### src/hw/rtl/assert_macros.svh
// Assertion macros for the RTL of the clock sweep cache.
`ifndef ASSERT_MACROS_SVH
`define ASSERT_MACROS_SVH

// Check that an expression holds at every clock edge outside reset.
`define ASSERT_ALWAYS(label, clk, rst_n, expr, msg) \
    label: assert property (@(posedge clk) disable iff (!rst_n) (expr)) else $error(msg);

// Check that a consequent holds in the same cycle as its antecedent.
`define ASSERT_IMPLY(label, clk, rst_n, ante, cons, msg) \
    label: assert property (@(posedge clk) disable iff (!rst_n) (ante) |-> (cons)) \
        else $error(msg);

`endif

### src/hw/rtl/csc_pkg.sv
// Types and constants for the clock sweep cache.
`default_nettype none

package csc_pkg;

    // Default geometry
    localparam int DEF_NUM_FRAMES  = 16;
    localparam int DEF_KEY_WIDTH   = 32;
    localparam int DEF_VALUE_WIDTH = 32;

    // Stream field widths
    localparam int KEY_IN_W    = 32;
    localparam int VALUE_IN_W  = 32;
    localparam int READ_OUT_W  = 32;
    localparam int FRAME_OUT_W = 4;

    localparam int S_TDATA_W = KEY_IN_W + VALUE_IN_W;
    localparam int S_TUSER_W = 1;
    localparam int M_TDATA_W = 40;
    localparam int M_TUSER_W = 2;

    // Request kinds
    localparam logic OP_GET = 1'b0;
    localparam logic OP_PUT = 1'b1;

    // Sequencer states
    typedef enum logic [2:0] {
        ST_IDLE,
        ST_SCAN,
        ST_SWEEP,
        ST_GET_CAP,
        ST_EMIT
    } csc_state_t;

endpackage

`default_nettype wire

### src/hw/rtl/csc_ram.sv
// Generic single-write, single-read RAM with registered read data.
`default_nettype none

module csc_ram #(
    parameter int WIDTH  = 32,
    parameter int DEPTH  = 16,
    parameter int ADDR_W = $clog2(DEPTH)
) (
    input  wire logic              aclk,
    input  wire logic              wr_en,
    input  wire logic [ADDR_W-1:0] wr_addr,
    input  wire logic [WIDTH-1:0]  wr_data,
    input  wire logic [ADDR_W-1:0] rd_addr,
    output logic      [WIDTH-1:0]  rd_data
);

    logic [WIDTH-1:0] mem [DEPTH];

    // Write port
    always_ff @(posedge aclk) begin
        if (wr_en) begin
            mem[wr_addr] <= wr_data;
        end
    end

    // Registered read port
    always_ff @(posedge aclk) begin
        rd_data <= mem[rd_addr];
    end

endmodule

`default_nettype wire

### src/hw/rtl/clock_sweep_cache.sv
// Clock sweep cache: fully associative key/value store with second-chance replacement.
// Input channel s_*: one request per beat. s_tuser is the kind (get or put),
// s_tdata carries the key and, for a put, the value to store.
// Output channel m_*: exactly one response per request, in request order.
// m_tuser flags hit and replacement, m_tdata carries the read value and frame.
// A request is handled by one sequencer that walks the frames with a single
// key comparator fed from the key RAM, one frame per cycle, then walks the
// clock hand one frame per cycle on a put that misses.
// The scan stops at the first hit; a get hit then captures the value RAM read
// before the response, and a miss scans all NUM_FRAMES frames, after which a
// put that misses sweeps the clock hand to a victim frame.
// s_tready is high only while the sequencer is idle, so one request is in
// flight at a time; a new request waits until the response enters the output register.
// The response sits in an output register; while the receiver stalls, the
// next request may be accepted and processed up to the point of delivery.
// Reset (aresetn low at a clock edge) clears all valid and reference bits,
// the clock hand and the output valid; key and value RAMs are not cleared.
`default_nettype none
`include "assert_macros.svh"

module clock_sweep_cache #(
    parameter int NUM_FRAMES  = csc_pkg::DEF_NUM_FRAMES,
    parameter int KEY_WIDTH   = csc_pkg::DEF_KEY_WIDTH,
    parameter int VALUE_WIDTH = csc_pkg::DEF_VALUE_WIDTH
) (
    input  wire logic                          aclk,
    input  wire logic                          aresetn,
    // Request channel
    input  wire logic                          s_tvalid,
    output logic                               s_tready,
    input  wire logic [csc_pkg::S_TDATA_W-1:0] s_tdata,  // lookup_key, write_value
    input  wire logic [csc_pkg::S_TUSER_W-1:0] s_tuser,  // operation
    // Response channel
    output logic                               m_tvalid,
    input  wire logic                          m_tready,
    output logic      [csc_pkg::M_TDATA_W-1:0] m_tdata,  // read_value, frame_number, pad
    output logic      [csc_pkg::M_TUSER_W-1:0] m_tuser   // hit, replaced
);

    import csc_pkg::*;

    localparam int IDX_W = $clog2(NUM_FRAMES);
    localparam int CNT_W = $clog2(NUM_FRAMES + 1);
    localparam int PAD_W = M_TDATA_W - READ_OUT_W - FRAME_OUT_W;

    // Sequencer and frame status
    csc_state_t             state_reg, state_next;
    logic [CNT_W-1:0]       scan_idx_reg, scan_idx_next;
    logic                   cmp_vld_reg, cmp_vld_next;
    logic [IDX_W-1:0]       cmp_idx_reg, cmp_idx_next;
    logic [IDX_W-1:0]       hand_reg, hand_next;
    logic [NUM_FRAMES-1:0]  valid_reg, valid_next;
    logic [NUM_FRAMES-1:0]  ref_reg, ref_next;
    logic                   m_tvalid_reg, m_tvalid_next;

    // Request and response payload
    logic                   op_reg, op_next;
    logic [KEY_WIDTH-1:0]   key_reg, key_next;
    logic [VALUE_WIDTH-1:0] wval_reg, wval_next;
    logic                   res_hit_reg, res_hit_next;
    logic                   res_repl_reg, res_repl_next;
    logic [IDX_W-1:0]       res_frame_reg, res_frame_next;
    logic [VALUE_WIDTH-1:0] res_value_reg, res_value_next;
    logic [M_TDATA_W-1:0]   m_tdata_reg, m_tdata_next;
    logic [M_TUSER_W-1:0]   m_tuser_reg, m_tuser_next;

    // RAM ports
    logic                   key_we;
    logic [KEY_WIDTH-1:0]   key_rdata;
    logic                   val_we;
    logic [IDX_W-1:0]       val_waddr;
    logic [VALUE_WIDTH-1:0] val_rdata;

    // Field resizing
    logic [KEY_WIDTH+KEY_IN_W-1:0]      key_wide;
    logic [VALUE_WIDTH+VALUE_IN_W-1:0]  wval_wide;
    logic [READ_OUT_W+VALUE_WIDTH-1:0]  rval_wide;
    logic [FRAME_OUT_W+IDX_W-1:0]       frame_wide;
    logic [KEY_WIDTH-1:0]               key_in;
    logic [VALUE_WIDTH-1:0]             wval_in;
    logic [READ_OUT_W-1:0]              rval_out;
    logic [FRAME_OUT_W-1:0]             frame_out;

    logic                   match;
    logic                   scan_done;
    logic                   out_free;
    logic [IDX_W-1:0]       hand_inc;

    assign key_wide   = {{KEY_WIDTH{1'b0}}, s_tdata[KEY_IN_W-1:0]};
    assign wval_wide  = {{VALUE_WIDTH{1'b0}}, s_tdata[S_TDATA_W-1:KEY_IN_W]};
    assign key_in     = key_wide[KEY_WIDTH-1:0];
    assign wval_in    = wval_wide[VALUE_WIDTH-1:0];
    assign rval_wide  = {{READ_OUT_W{1'b0}}, res_value_reg};
    assign rval_out   = rval_wide[READ_OUT_W-1:0];
    assign frame_wide = {{FRAME_OUT_W{1'b0}}, res_frame_reg};
    assign frame_out  = frame_wide[FRAME_OUT_W-1:0];

    // Shared key comparator on the frame read last cycle
    assign match     = cmp_vld_reg && valid_reg[cmp_idx_reg] && (key_rdata == key_reg);
    assign scan_done = (scan_idx_reg == CNT_W'(NUM_FRAMES));
    assign out_free  = !m_tvalid_reg || m_tready;
    assign hand_inc  = (hand_reg == IDX_W'(NUM_FRAMES - 1)) ? '0 : hand_reg + IDX_W'(1);

    assign s_tready = (state_reg == ST_IDLE);
    assign m_tvalid = m_tvalid_reg;
    assign m_tdata  = m_tdata_reg;
    assign m_tuser  = m_tuser_reg;

    // Key store: read by the scan, written by the sweep victim
    csc_ram #(
        .WIDTH (KEY_WIDTH),
        .DEPTH (NUM_FRAMES)
    ) u_key_ram (
        .aclk    (aclk),
        .wr_en   (key_we),
        .wr_addr (hand_reg),
        .wr_data (key_reg),
        .rd_addr (scan_idx_reg[IDX_W-1:0]),
        .rd_data (key_rdata)
    );

    // Value store: read at the compared frame, written on any put
    csc_ram #(
        .WIDTH (VALUE_WIDTH),
        .DEPTH (NUM_FRAMES)
    ) u_val_ram (
        .aclk    (aclk),
        .wr_en   (val_we),
        .wr_addr (val_waddr),
        .wr_data (wval_reg),
        .rd_addr (cmp_idx_reg),
        .rd_data (val_rdata)
    );

    // Sequencer: next state, frame status and results
    always_comb begin
        state_next     = state_reg;
        scan_idx_next  = scan_idx_reg;
        cmp_vld_next   = cmp_vld_reg;
        cmp_idx_next   = cmp_idx_reg;
        hand_next      = hand_reg;
        valid_next     = valid_reg;
        ref_next       = ref_reg;
        op_next        = op_reg;
        key_next       = key_reg;
        wval_next      = wval_reg;
        res_hit_next   = res_hit_reg;
        res_repl_next  = res_repl_reg;
        res_frame_next = res_frame_reg;
        res_value_next = res_value_reg;
        m_tvalid_next  = m_tvalid_reg && !m_tready;
        m_tdata_next   = m_tdata_reg;
        m_tuser_next   = m_tuser_reg;
        key_we         = 1'b0;
        val_we         = 1'b0;
        val_waddr      = cmp_idx_reg;

        case (state_reg)
            ST_IDLE: begin
                // Latch the request and start the scan at frame zero
                if (s_tvalid) begin
                    op_next       = s_tuser[0];
                    key_next      = key_in;
                    wval_next     = wval_in;
                    scan_idx_next = '0;
                    cmp_vld_next  = 1'b0;
                    state_next    = ST_SCAN;
                end
            end
            ST_SCAN: begin
                // Issue the next key read and compare the previous one
                cmp_vld_next = !scan_done;
                cmp_idx_next = scan_idx_reg[IDX_W-1:0];
                if (!scan_done) begin
                    scan_idx_next = scan_idx_reg + CNT_W'(1);
                end
                if (match) begin
                    res_hit_next          = 1'b1;
                    res_repl_next         = 1'b0;
                    res_frame_next        = cmp_idx_reg;
                    res_value_next        = '0;
                    ref_next[cmp_idx_reg] = 1'b1;
                    if (op_reg == OP_PUT) begin
                        val_we     = 1'b1;
                        val_waddr  = cmp_idx_reg;
                        state_next = ST_EMIT;
                    end else begin
                        state_next = ST_GET_CAP;
                    end
                end else if (scan_done) begin
                    res_hit_next   = 1'b0;
                    res_repl_next  = 1'b0;
                    res_frame_next = '0;
                    res_value_next = '0;
                    state_next     = (op_reg == OP_PUT) ? ST_SWEEP : ST_EMIT;
                end
            end
            ST_GET_CAP: begin
                // Take the value read at the hit frame
                res_value_next = val_rdata;
                state_next     = ST_EMIT;
            end
            ST_SWEEP: begin
                // Give a referenced frame a second chance, else load it
                if (valid_reg[hand_reg] && ref_reg[hand_reg]) begin
                    ref_next[hand_reg] = 1'b0;
                    hand_next          = hand_inc;
                end else begin
                    key_we               = 1'b1;
                    val_we               = 1'b1;
                    val_waddr            = hand_reg;
                    res_repl_next        = valid_reg[hand_reg];
                    res_frame_next       = hand_reg;
                    valid_next[hand_reg] = 1'b1;
                    ref_next[hand_reg]   = 1'b1;
                    hand_next            = hand_inc;
                    state_next           = ST_EMIT;
                end
            end
            ST_EMIT: begin
                // Hand the response to the output register once it is free
                if (out_free) begin
                    m_tvalid_next = 1'b1;
                    m_tdata_next  = {{PAD_W{1'b0}}, frame_out, rval_out};
                    m_tuser_next  = {res_repl_reg, res_hit_reg};
                    state_next    = ST_IDLE;
                end
            end
            default: begin
                state_next = ST_IDLE;
            end
        endcase
    end

    // Control registers
    always_ff @(posedge aclk) begin
        if (!aresetn) begin
            state_reg    <= ST_IDLE;
            scan_idx_reg <= '0;
            cmp_vld_reg  <= 1'b0;
            hand_reg     <= '0;
            valid_reg    <= '0;
            ref_reg      <= '0;
            m_tvalid_reg <= 1'b0;
        end else begin
            state_reg    <= state_next;
            scan_idx_reg <= scan_idx_next;
            cmp_vld_reg  <= cmp_vld_next;
            hand_reg     <= hand_next;
            valid_reg    <= valid_next;
            ref_reg      <= ref_next;
            m_tvalid_reg <= m_tvalid_next;
        end
    end

    // Payload registers
    always_ff @(posedge aclk) begin
        cmp_idx_reg   <= cmp_idx_next;
        op_reg        <= op_next;
        key_reg       <= key_next;
        wval_reg      <= wval_next;
        res_hit_reg   <= res_hit_next;
        res_repl_reg  <= res_repl_next;
        res_frame_reg <= res_frame_next;
        res_value_reg <= res_value_next;
        m_tdata_reg   <= m_tdata_next;
        m_tuser_reg   <= m_tuser_next;
    end

    // A reference bit is only ever set on a resident frame
    `ASSERT_ALWAYS(a_ref_needs_valid, aclk, aresetn, ((ref_reg & ~valid_reg) == '0), "reference bit set on empty frame")
    // The clock hand stays inside the frame range
    `ASSERT_ALWAYS(a_hand_range, aclk, aresetn, (hand_reg <= IDX_W'(NUM_FRAMES - 1)), "clock hand out of range")
    // The last scan step always has a frame to compare
    `ASSERT_IMPLY(a_scan_tail, aclk, aresetn, (state_reg == ST_SCAN && scan_done), cmp_vld_reg, "scan ended without a final compare")

endmodule

`default_nettype wire
### config.mk
export PLATFORM = sky130hd
export DESIGN_NAME = clock_sweep_cache
export DESIGN_NICKNAME = d
export VERILOG_FILES = /design/src/hw/rtl/csc_pkg.sv /design/src/hw/rtl/csc_ram.sv /design/src/hw/rtl/clock_sweep_cache.sv
export VERILOG_INCLUDE_DIRS = /design/src /design/src/hw/rtl
export SDC_FILE = /design/constraint.sdc
export NUM_CORES = 1
export LEC_CHECK = 0
export BUFFER_PORTS_ARGS = -buffer_cell sky130_fd_sc_hd__buf_2
export CORE_ASPECT_RATIO = 2
export CORE_MARGIN = 2
export CORE_UTILIZATION = 60
export DETAILED_ROUTE_END_ITERATION = 12
export HOLD_SLACK_MARGIN = 0.03
export PLACE_DENSITY = 0.84
export RECOVER_POWER = 100
export SETUP_SLACK_MARGIN = 0.05
export SLEW_MARGIN = 20
export SYNTH_ARGS = -nofsm -noshare
export SYNTH_HDL_FRONTEND = slang
export SYNTH_HIERARCHICAL = 1
export SYNTH_SLANG_ARGS = --single-unit
### constraint.sdc
create_clock -name aclk -period 12.82 [get_ports aclk]
set_clock_uncertainty 0.1 [all_clocks]
set_input_delay 2.564 -clock aclk [delete_from_list [all_inputs] [get_ports aclk]]
set_output_delay 2.564 -clock aclk [all_outputs]
set_load 0.005 [all_outputs]
==> reports/summary.txt, run 1 <==
Routed wire length: 115000 µm
Final setup viols: 0
Input/output buffers: 108
Worst slew pin tran: 4.44 ns
Largest net degree at the start of global routing: 139
DRT iter0 DRCs: 3242
Initial DRT Pass Iterations: 6
Number of global-route vias before repair: 25.0k
Row count: 146
Crit end category: flip-flop
Final hold slack: 0.316 ns
Post-route setup slack: 5.05 ns
Clock-pin slew on the worst setup and hold paths: 0.07 ns
NumNets Final: 2486
Layout cell share with drive strength beyond 1: 20.9%
Num CTS Buffers: 101
Post-DRT Antenna Nets: 0
Hold Crit Class: flip-flop to flip-flop
Post-synth EDFFs: 1169
DP Worst Slack: 7.30 ns
Commonest non-fill, non-tap cell in the layout: edfxtp_1
GRT Util Overall: 28.5%
FF-to-FF End: u_val_ram/mem[12][23]$_DFFE_PP_
Maximum vdd drop: 0.000173 V
Pwr dens: 160 mW/mm²
GR Overflow Total: 0
Postcts setup bufs: 0
Reg power frac: 56.0%
Antenna violations before repair: 5
Max_slew headroom: -196%
Leak: 16.3 nW
Status: complete, but fails checks
Die H: 402 µm
PostCTS Resize Cnt: 0
Switching part of the total: 21.1%
Worst skew pair latency: 0.70 ns
Unrepaired setup endpoints after global routing: no
Synth warn: 6
CTS Sinks: 1279
Placer Congestion: 0.845
Post-synth cell types: 52
Die Width: 203 µm
Failing checks: max-capacitance violations, max-slew violations
WP data arrival: 7.95 ns
Hpwl dp: 61400 µm
Synthesis-to-layout area growth: 10.8%
CP Data Required Time: 13.00 ns
Global-route wire length before repair: 167000 µm
Worst Path Max Fanout: 29
Crit path time final: 7.77 ns
Fill cells: 4764
Initial Util: 60.3%
Mapped Avg Cell Area: 21.0 µm²
Final instance area: 0.0527 mm²
HP Start: res_value_reg[31]$_SDFFCE_PN0P_
Reg2reg path depth: 9
RR Startpoint: hand_reg[0]$_SDFFE_PN0P_
CTS tree: done
Crit path launch type: flip-flop
CTS root buf: clkbuf_16
Main flop type after synthesis: edfxtp_1
Power Total: 8.46 mW
Psw: 1.79 mW
Via Count: 23.9k
Register area share after synthesis: 78.4%
Hold depth: 0
# DRC: 0
# IOs: 113
Maxcap violations: 48
Area of the core: 0.0789 mm²
Worst reg2reg setup slack: 5.05 ns
Vias per inst: 6.75
H-tree Lvls: 3
Gate power share: 4.4%
Final Cycle Share: 60.6%
Async set or reset register ratio after synthesis: 0%
Synth Instances: 2271
Setup TNS: 0 ns
Clock buffer depth: 3
Max Slew Vio Count: 1458
Placed Area: 0.0495 mm²
Hold_buf cts: 0
Register bit total from synthesis: 1279
Hold Path End: m_tdata[31]$_DFFE_PP_
CP Class: flip-flop to flip-flop
Most frequent cells in the layout: edfxtp_1, mux4_2, a22oi_1, clkbuf_1, dfxtp_1
Cell internal pwr: 6.67 mW
Synthesized area: 0.0476 mm²
FMAX: 129 MHz
Fin. Hold Viols: 0
Die area: 0.0817 mm²
Clock network fraction of total power: 39.6%
Wire length per cell: 32.5 µm
==> cell usage after synthesis (5+ instances only) <==
cell         n  share of area [%]
a41oi_1     13               0.24
nand3b_1     5              0.079
inv_1       26               0.21
nor3_1      13               0.14
mux4_2     266                 13
nand2b_1    10               0.13
nor2b_1     11               0.14
nand2_1     91               0.72
a22oi_1    131                2.1
xnor2_1     29               0.53
nor4_1       5              0.066
nand3_1     38               0.40
a31oi_1     16               0.21
o21ai_0     33               0.35
dfxtp_1    110                4.6
a21oi_1     14               0.15
xor2_1       7               0.13
ha_1         8               0.21
edfxtp_1  1169                 74
nor2_1      53               0.42
buf_2       19               0.20
buf_1       21               0.17
nand4_1     18               0.24
and2_1      38               0.50
clkbuf_1    58               0.46
buf_4       23               0.36
==> cell families (layout without fill, tap and decap cells) <==
group / count (synthesis) / after routing / share of synthesized area (%)
flip-flops: 1279 / 1279 / 78.4
AND/OR/NAND/NOR: 297 / 297 / 3.10
multiplexers: 277 / 277 / 12.9
AO/OA/AOI/OAI: 218 / 218 / 3.21
buffers and inverters: 155 / 379 / 1.51
XOR/XNOR: 36 / 36 / 0.663
adder cells (fa/ha/maj): 8 / 8 / 0.210
other: 1 / 6 / 0.00788
==> cell type report <==
type                            count  area, µm²  area share (%)
Antenna cell                        2       5.00         0.00949
Clock buffer                      125       2720            5.16
Clock inverter                     67        826            1.57
Inverter                           28        106           0.202
Multi-Input combinational cell    840       9740            18.5
Sequential cell                  1279      37300            70.7
Tap cell                         1036       1300            2.46
Timing Repair Buffer              159        732            1.39
==> power by group through the flow <==
| stage | Clock, mW | Sequential, mW | Combinational [mW] |
|---|---|---|---|
| 2_1_floorplan | 0 | 4.77 | 0.267 |
| 3_3_place_gp | 0 | 4.81 | 0.346 |
| 3_5_place_dp | 0 | 4.82 | 0.357 |
| 5_1_grt | 3.51 | 4.75 | 0.396 |
| 4_1_cts | 3.38 | 4.73 | 0.367 |
| 6_report | 3.35 | 4.74 | 0.372 |
==> routing by layer <==
layer / global-route usage, % / share of wire (%)
met3: 4.33 / 8.0
met4: 13.6 / 5.2
met2: 51.3 / 55
met1: 33.6 / 32
met5: 0 / 0.011
==> worst max path at each step <==
stage / start / end / slack, ns / cells past startpoint
floorplan: hand_reg[0]$_SDFFE_PN0P_ / u_val_ram/mem[0][0]$_DFFE_PP_ / 7.35 / 10
detailed placement: hand_reg[0]$_SDFFE_PN0P_ / u_val_ram/mem[8][21]$_DFFE_PP_ / 7.30 / 9
CTS: hand_reg[0]$_SDFFE_PN0P_ / u_val_ram/mem[8][30]$_DFFE_PP_ / 7.25 / 9
finish: hand_reg[0]$_SDFFE_PN0P_ / u_val_ram/mem[12][23]$_DFFE_PP_ / 5.05 / 9
global route: cmp_idx_reg[0]$_DFFE_PP_ / u_val_ram/rd_data[16]$_DFF_P_ / 3.99 / 5
global placement: hand_reg[0]$_SDFFE_PN0P_ / u_val_ram/mem[8][21]$_DFFE_PP_ / 7.50 / 9
==> stage by stage <==
| step | utilization, % | cells |
|---|---|---|
| floorplan | - | 2274 |
| global placement | 62.7 | 3336 |
| detailed placement | 62.7 | 3339 |
| CTS | 67.2 | 3531 |
| global route | 66.8 | 3535 |
| finish | 66.8 | 3536 |
==> worst max-delay path, cell delays in order (launching register included) <==
cell and delay, ns:
dfxtp_1 1.00, mux4_1 0.67, a22oi_1 0.24, nand2_1 0.15, nand2_1 0.70, nand2_1 0.40, mux2_1 0.37, nand3_1 0.30
nor3_1 1.95, clkbuf_1 1.45
No activity file was read; power rests on OpenSTA's default activity.
==> inputs of run 2 (changes only) <==
- clock period: 12.82 -> 7.8 ns (I/O delays scaled with it)
==> reports/summary.txt, run 2 (same netlist as run 1, synthesis figures left out) <==
Status: complete, but fails checks
Failing checks: max-capacitance violations, max-slew violations
Commonest non-fill, non-tap cell in the layout: edfxtp_1
Crit path launch type: flip-flop
Synthesis-to-layout area growth: 11.2%
Leak: 16.4 nW
Vias per inst: 6.74
Maxcap violations: 25
Crit path time final: 6.37 ns
Pwr dens: 262 mW/mm²
Most used cell along the critical path: nand2_1
Area of the core: 0.0789 mm²
Hold Crit Class: flip-flop to flip-flop
H-tree Lvls: 3
Unrepaired setup endpoints after global routing: no
DRT iter0 DRCs: 3197
Clock-pin slew on the worst setup and hold paths: 0.07 ns
GRT Util Overall: 28.3%
Worst slew pin tran: 4.25 ns
Antenna violations before repair: 3
Placer Congestion: 0.859
Worst Path Max Fanout: 32
Layout cell share with drive strength beyond 1: 21.9%
FMAX: 157 MHz
RR Startpoint: hand_reg[1]$_SDFFE_PN0P_
Num CTS Buffers: 101
Input/output buffers: 108
Cells along the critical path: mux4_1 -> a22oi_1 -> nand2_1 -> nand2_1 -> nand2_1 -> inv_1 -> or3b_2 -> nor2_1 -> clkbuf_1
Most frequent cells in the layout: edfxtp_1, mux4_2, a22oi_1, dfxtp_1, clkbuf_16
Routed wire length: 114000 µm
Fin. Hold Viols: 0
Die H: 402 µm
Final Cycle Share: 81.6%
Largest net degree at the start of global routing: 94
Slowest library cell on the worst path: clkbuf_1
Hpwl dp: 61300 µm
Post-Layout Cell Count: 3533
CP max stage delay: 1.81 ns
Max Slew Vio Count: 809
Row count: 146
Final hold slack: 0.305 ns
Placed Instances: 3332
CP Class: flip-flop to flip-flop
Initial Util: 60.3%
HP Start: res_value_reg[31]$_SDFFCE_PN0P_
Setup TNS: 0 ns
Final setup viols: 0
Die Width: 203 µm
Hold_buf cts: 0
Via Count: 23.8k
Clock buffer depth: 3
Max_slew headroom: -183%
Postcts setup bufs: 0
NumNets Final: 2485
CTS tree: done
CP Launch Point: hand_reg[1]$_SDFFE_PN0P_
CP Data Required Time: 7.96 ns
Worst skew pair latency: 0.71 ns
CTS root buf: clkbuf_16
Maximum vdd drop: 0.000288 V
# IOs: 113
Wire length per cell: 32.3 µm
WP data arrival: 6.53 ns
Initial DRT Pass Iterations: 6
Die area: 0.0817 mm²
GR Overflow Total: 0
Global-route wire length before repair: 166000 µm
Fill cells: 4741
Power Total: 13.9 mW
Number of global-route vias before repair: 24.9k
CTS Sinks: 1279
PostCTS Resize Cnt: 0
Post-DRT Antenna Nets: 0
# DRC: 0
Crit end category: flip-flop
==> run 2: cell count changes in the layout (fill, tap and decap cells not counted), moves of 6 or more <==
cell,delta
clkbuf_1,-27
clkinv_2,+7
buf_4,+11
buf_12,+6
nor2_4,-6
==> run 2: critical path: cells and delay by family, from the launching register on <==
family	cells	cell delay (ns)
AO/OA/AOI/OAI	1	0.25
buffers and inverters	2	2.06
flip-flops	1	0.95
multiplexers	1	0.41
AND/OR/NAND/NOR	5	2.08
==> run 2: through the flow <==
stage | utilization (%) | area, µm² | setup WS (ns)
finish | 67.1 | 52900 | 1.43
detailed placement | 62.7 | 49500 | 2.46
CTS | 67.2 | 53000 | 2.33
global placement | 62.6 | 49400 | 2.62
floorplan | - | 47600 | 2.33
global route | 67.1 | 52900 | 1.23
==> run 2: worst paths after layout <==
kind | to | slack (ns) | depth (start not counted)
worst max-delay path | u_key_ram/mem[2][3]$_DFFE_PP_ | 1.43 | 9
worst min-delay path | m_tdata[31]$_DFFE_PP_ | 0.30 | 0
worst max register to register | u_key_ram/mem[2][3]$_DFFE_PP_ | 1.43 | 9
worst min register to register | m_tdata[31]$_DFFE_PP_ | 0.30 | 0
==> run 2: layout make-up <==
type                            count  area (µm²)  area share [%]
Tap cell                         1036        1300            2.45
Sequential cell                  1279       37300            70.5
Timing Repair Buffer              158         980            1.85
Multi-Input combinational cell    840        9710            18.3
Antenna cell                        3        7.51          0.0142
Inverter                           28         106           0.201
Clock buffer                      119        2670            5.04
Clock inverter                     70         863            1.63
==> run 2: report_power, final <==
part	internal, mW	switching, mW	leakage (nW)	total [mW]
Clock	3.07	2.42	1.69	5.48
Sequential	7.62	0.171	11.5	7.79
Combinational	0.276	0.333	3.26	0.609
Total	11.0	2.92	16.4	13.9
==> run 2: metal layers <==
| layer | GRT usage (%) | wire, µm | vias up |
|---|---|---|---|
| li1 | - | - | 9576 |
| met1 | 33.6 | 36500 | 12210 |
| met2 | 51.4 | 62800 | 1670 |
| met3 | 3.56 | 9140 | 349 |
| met4 | 13.2 | 5770 | 2 |
| met5 | 0 | 14 | - |
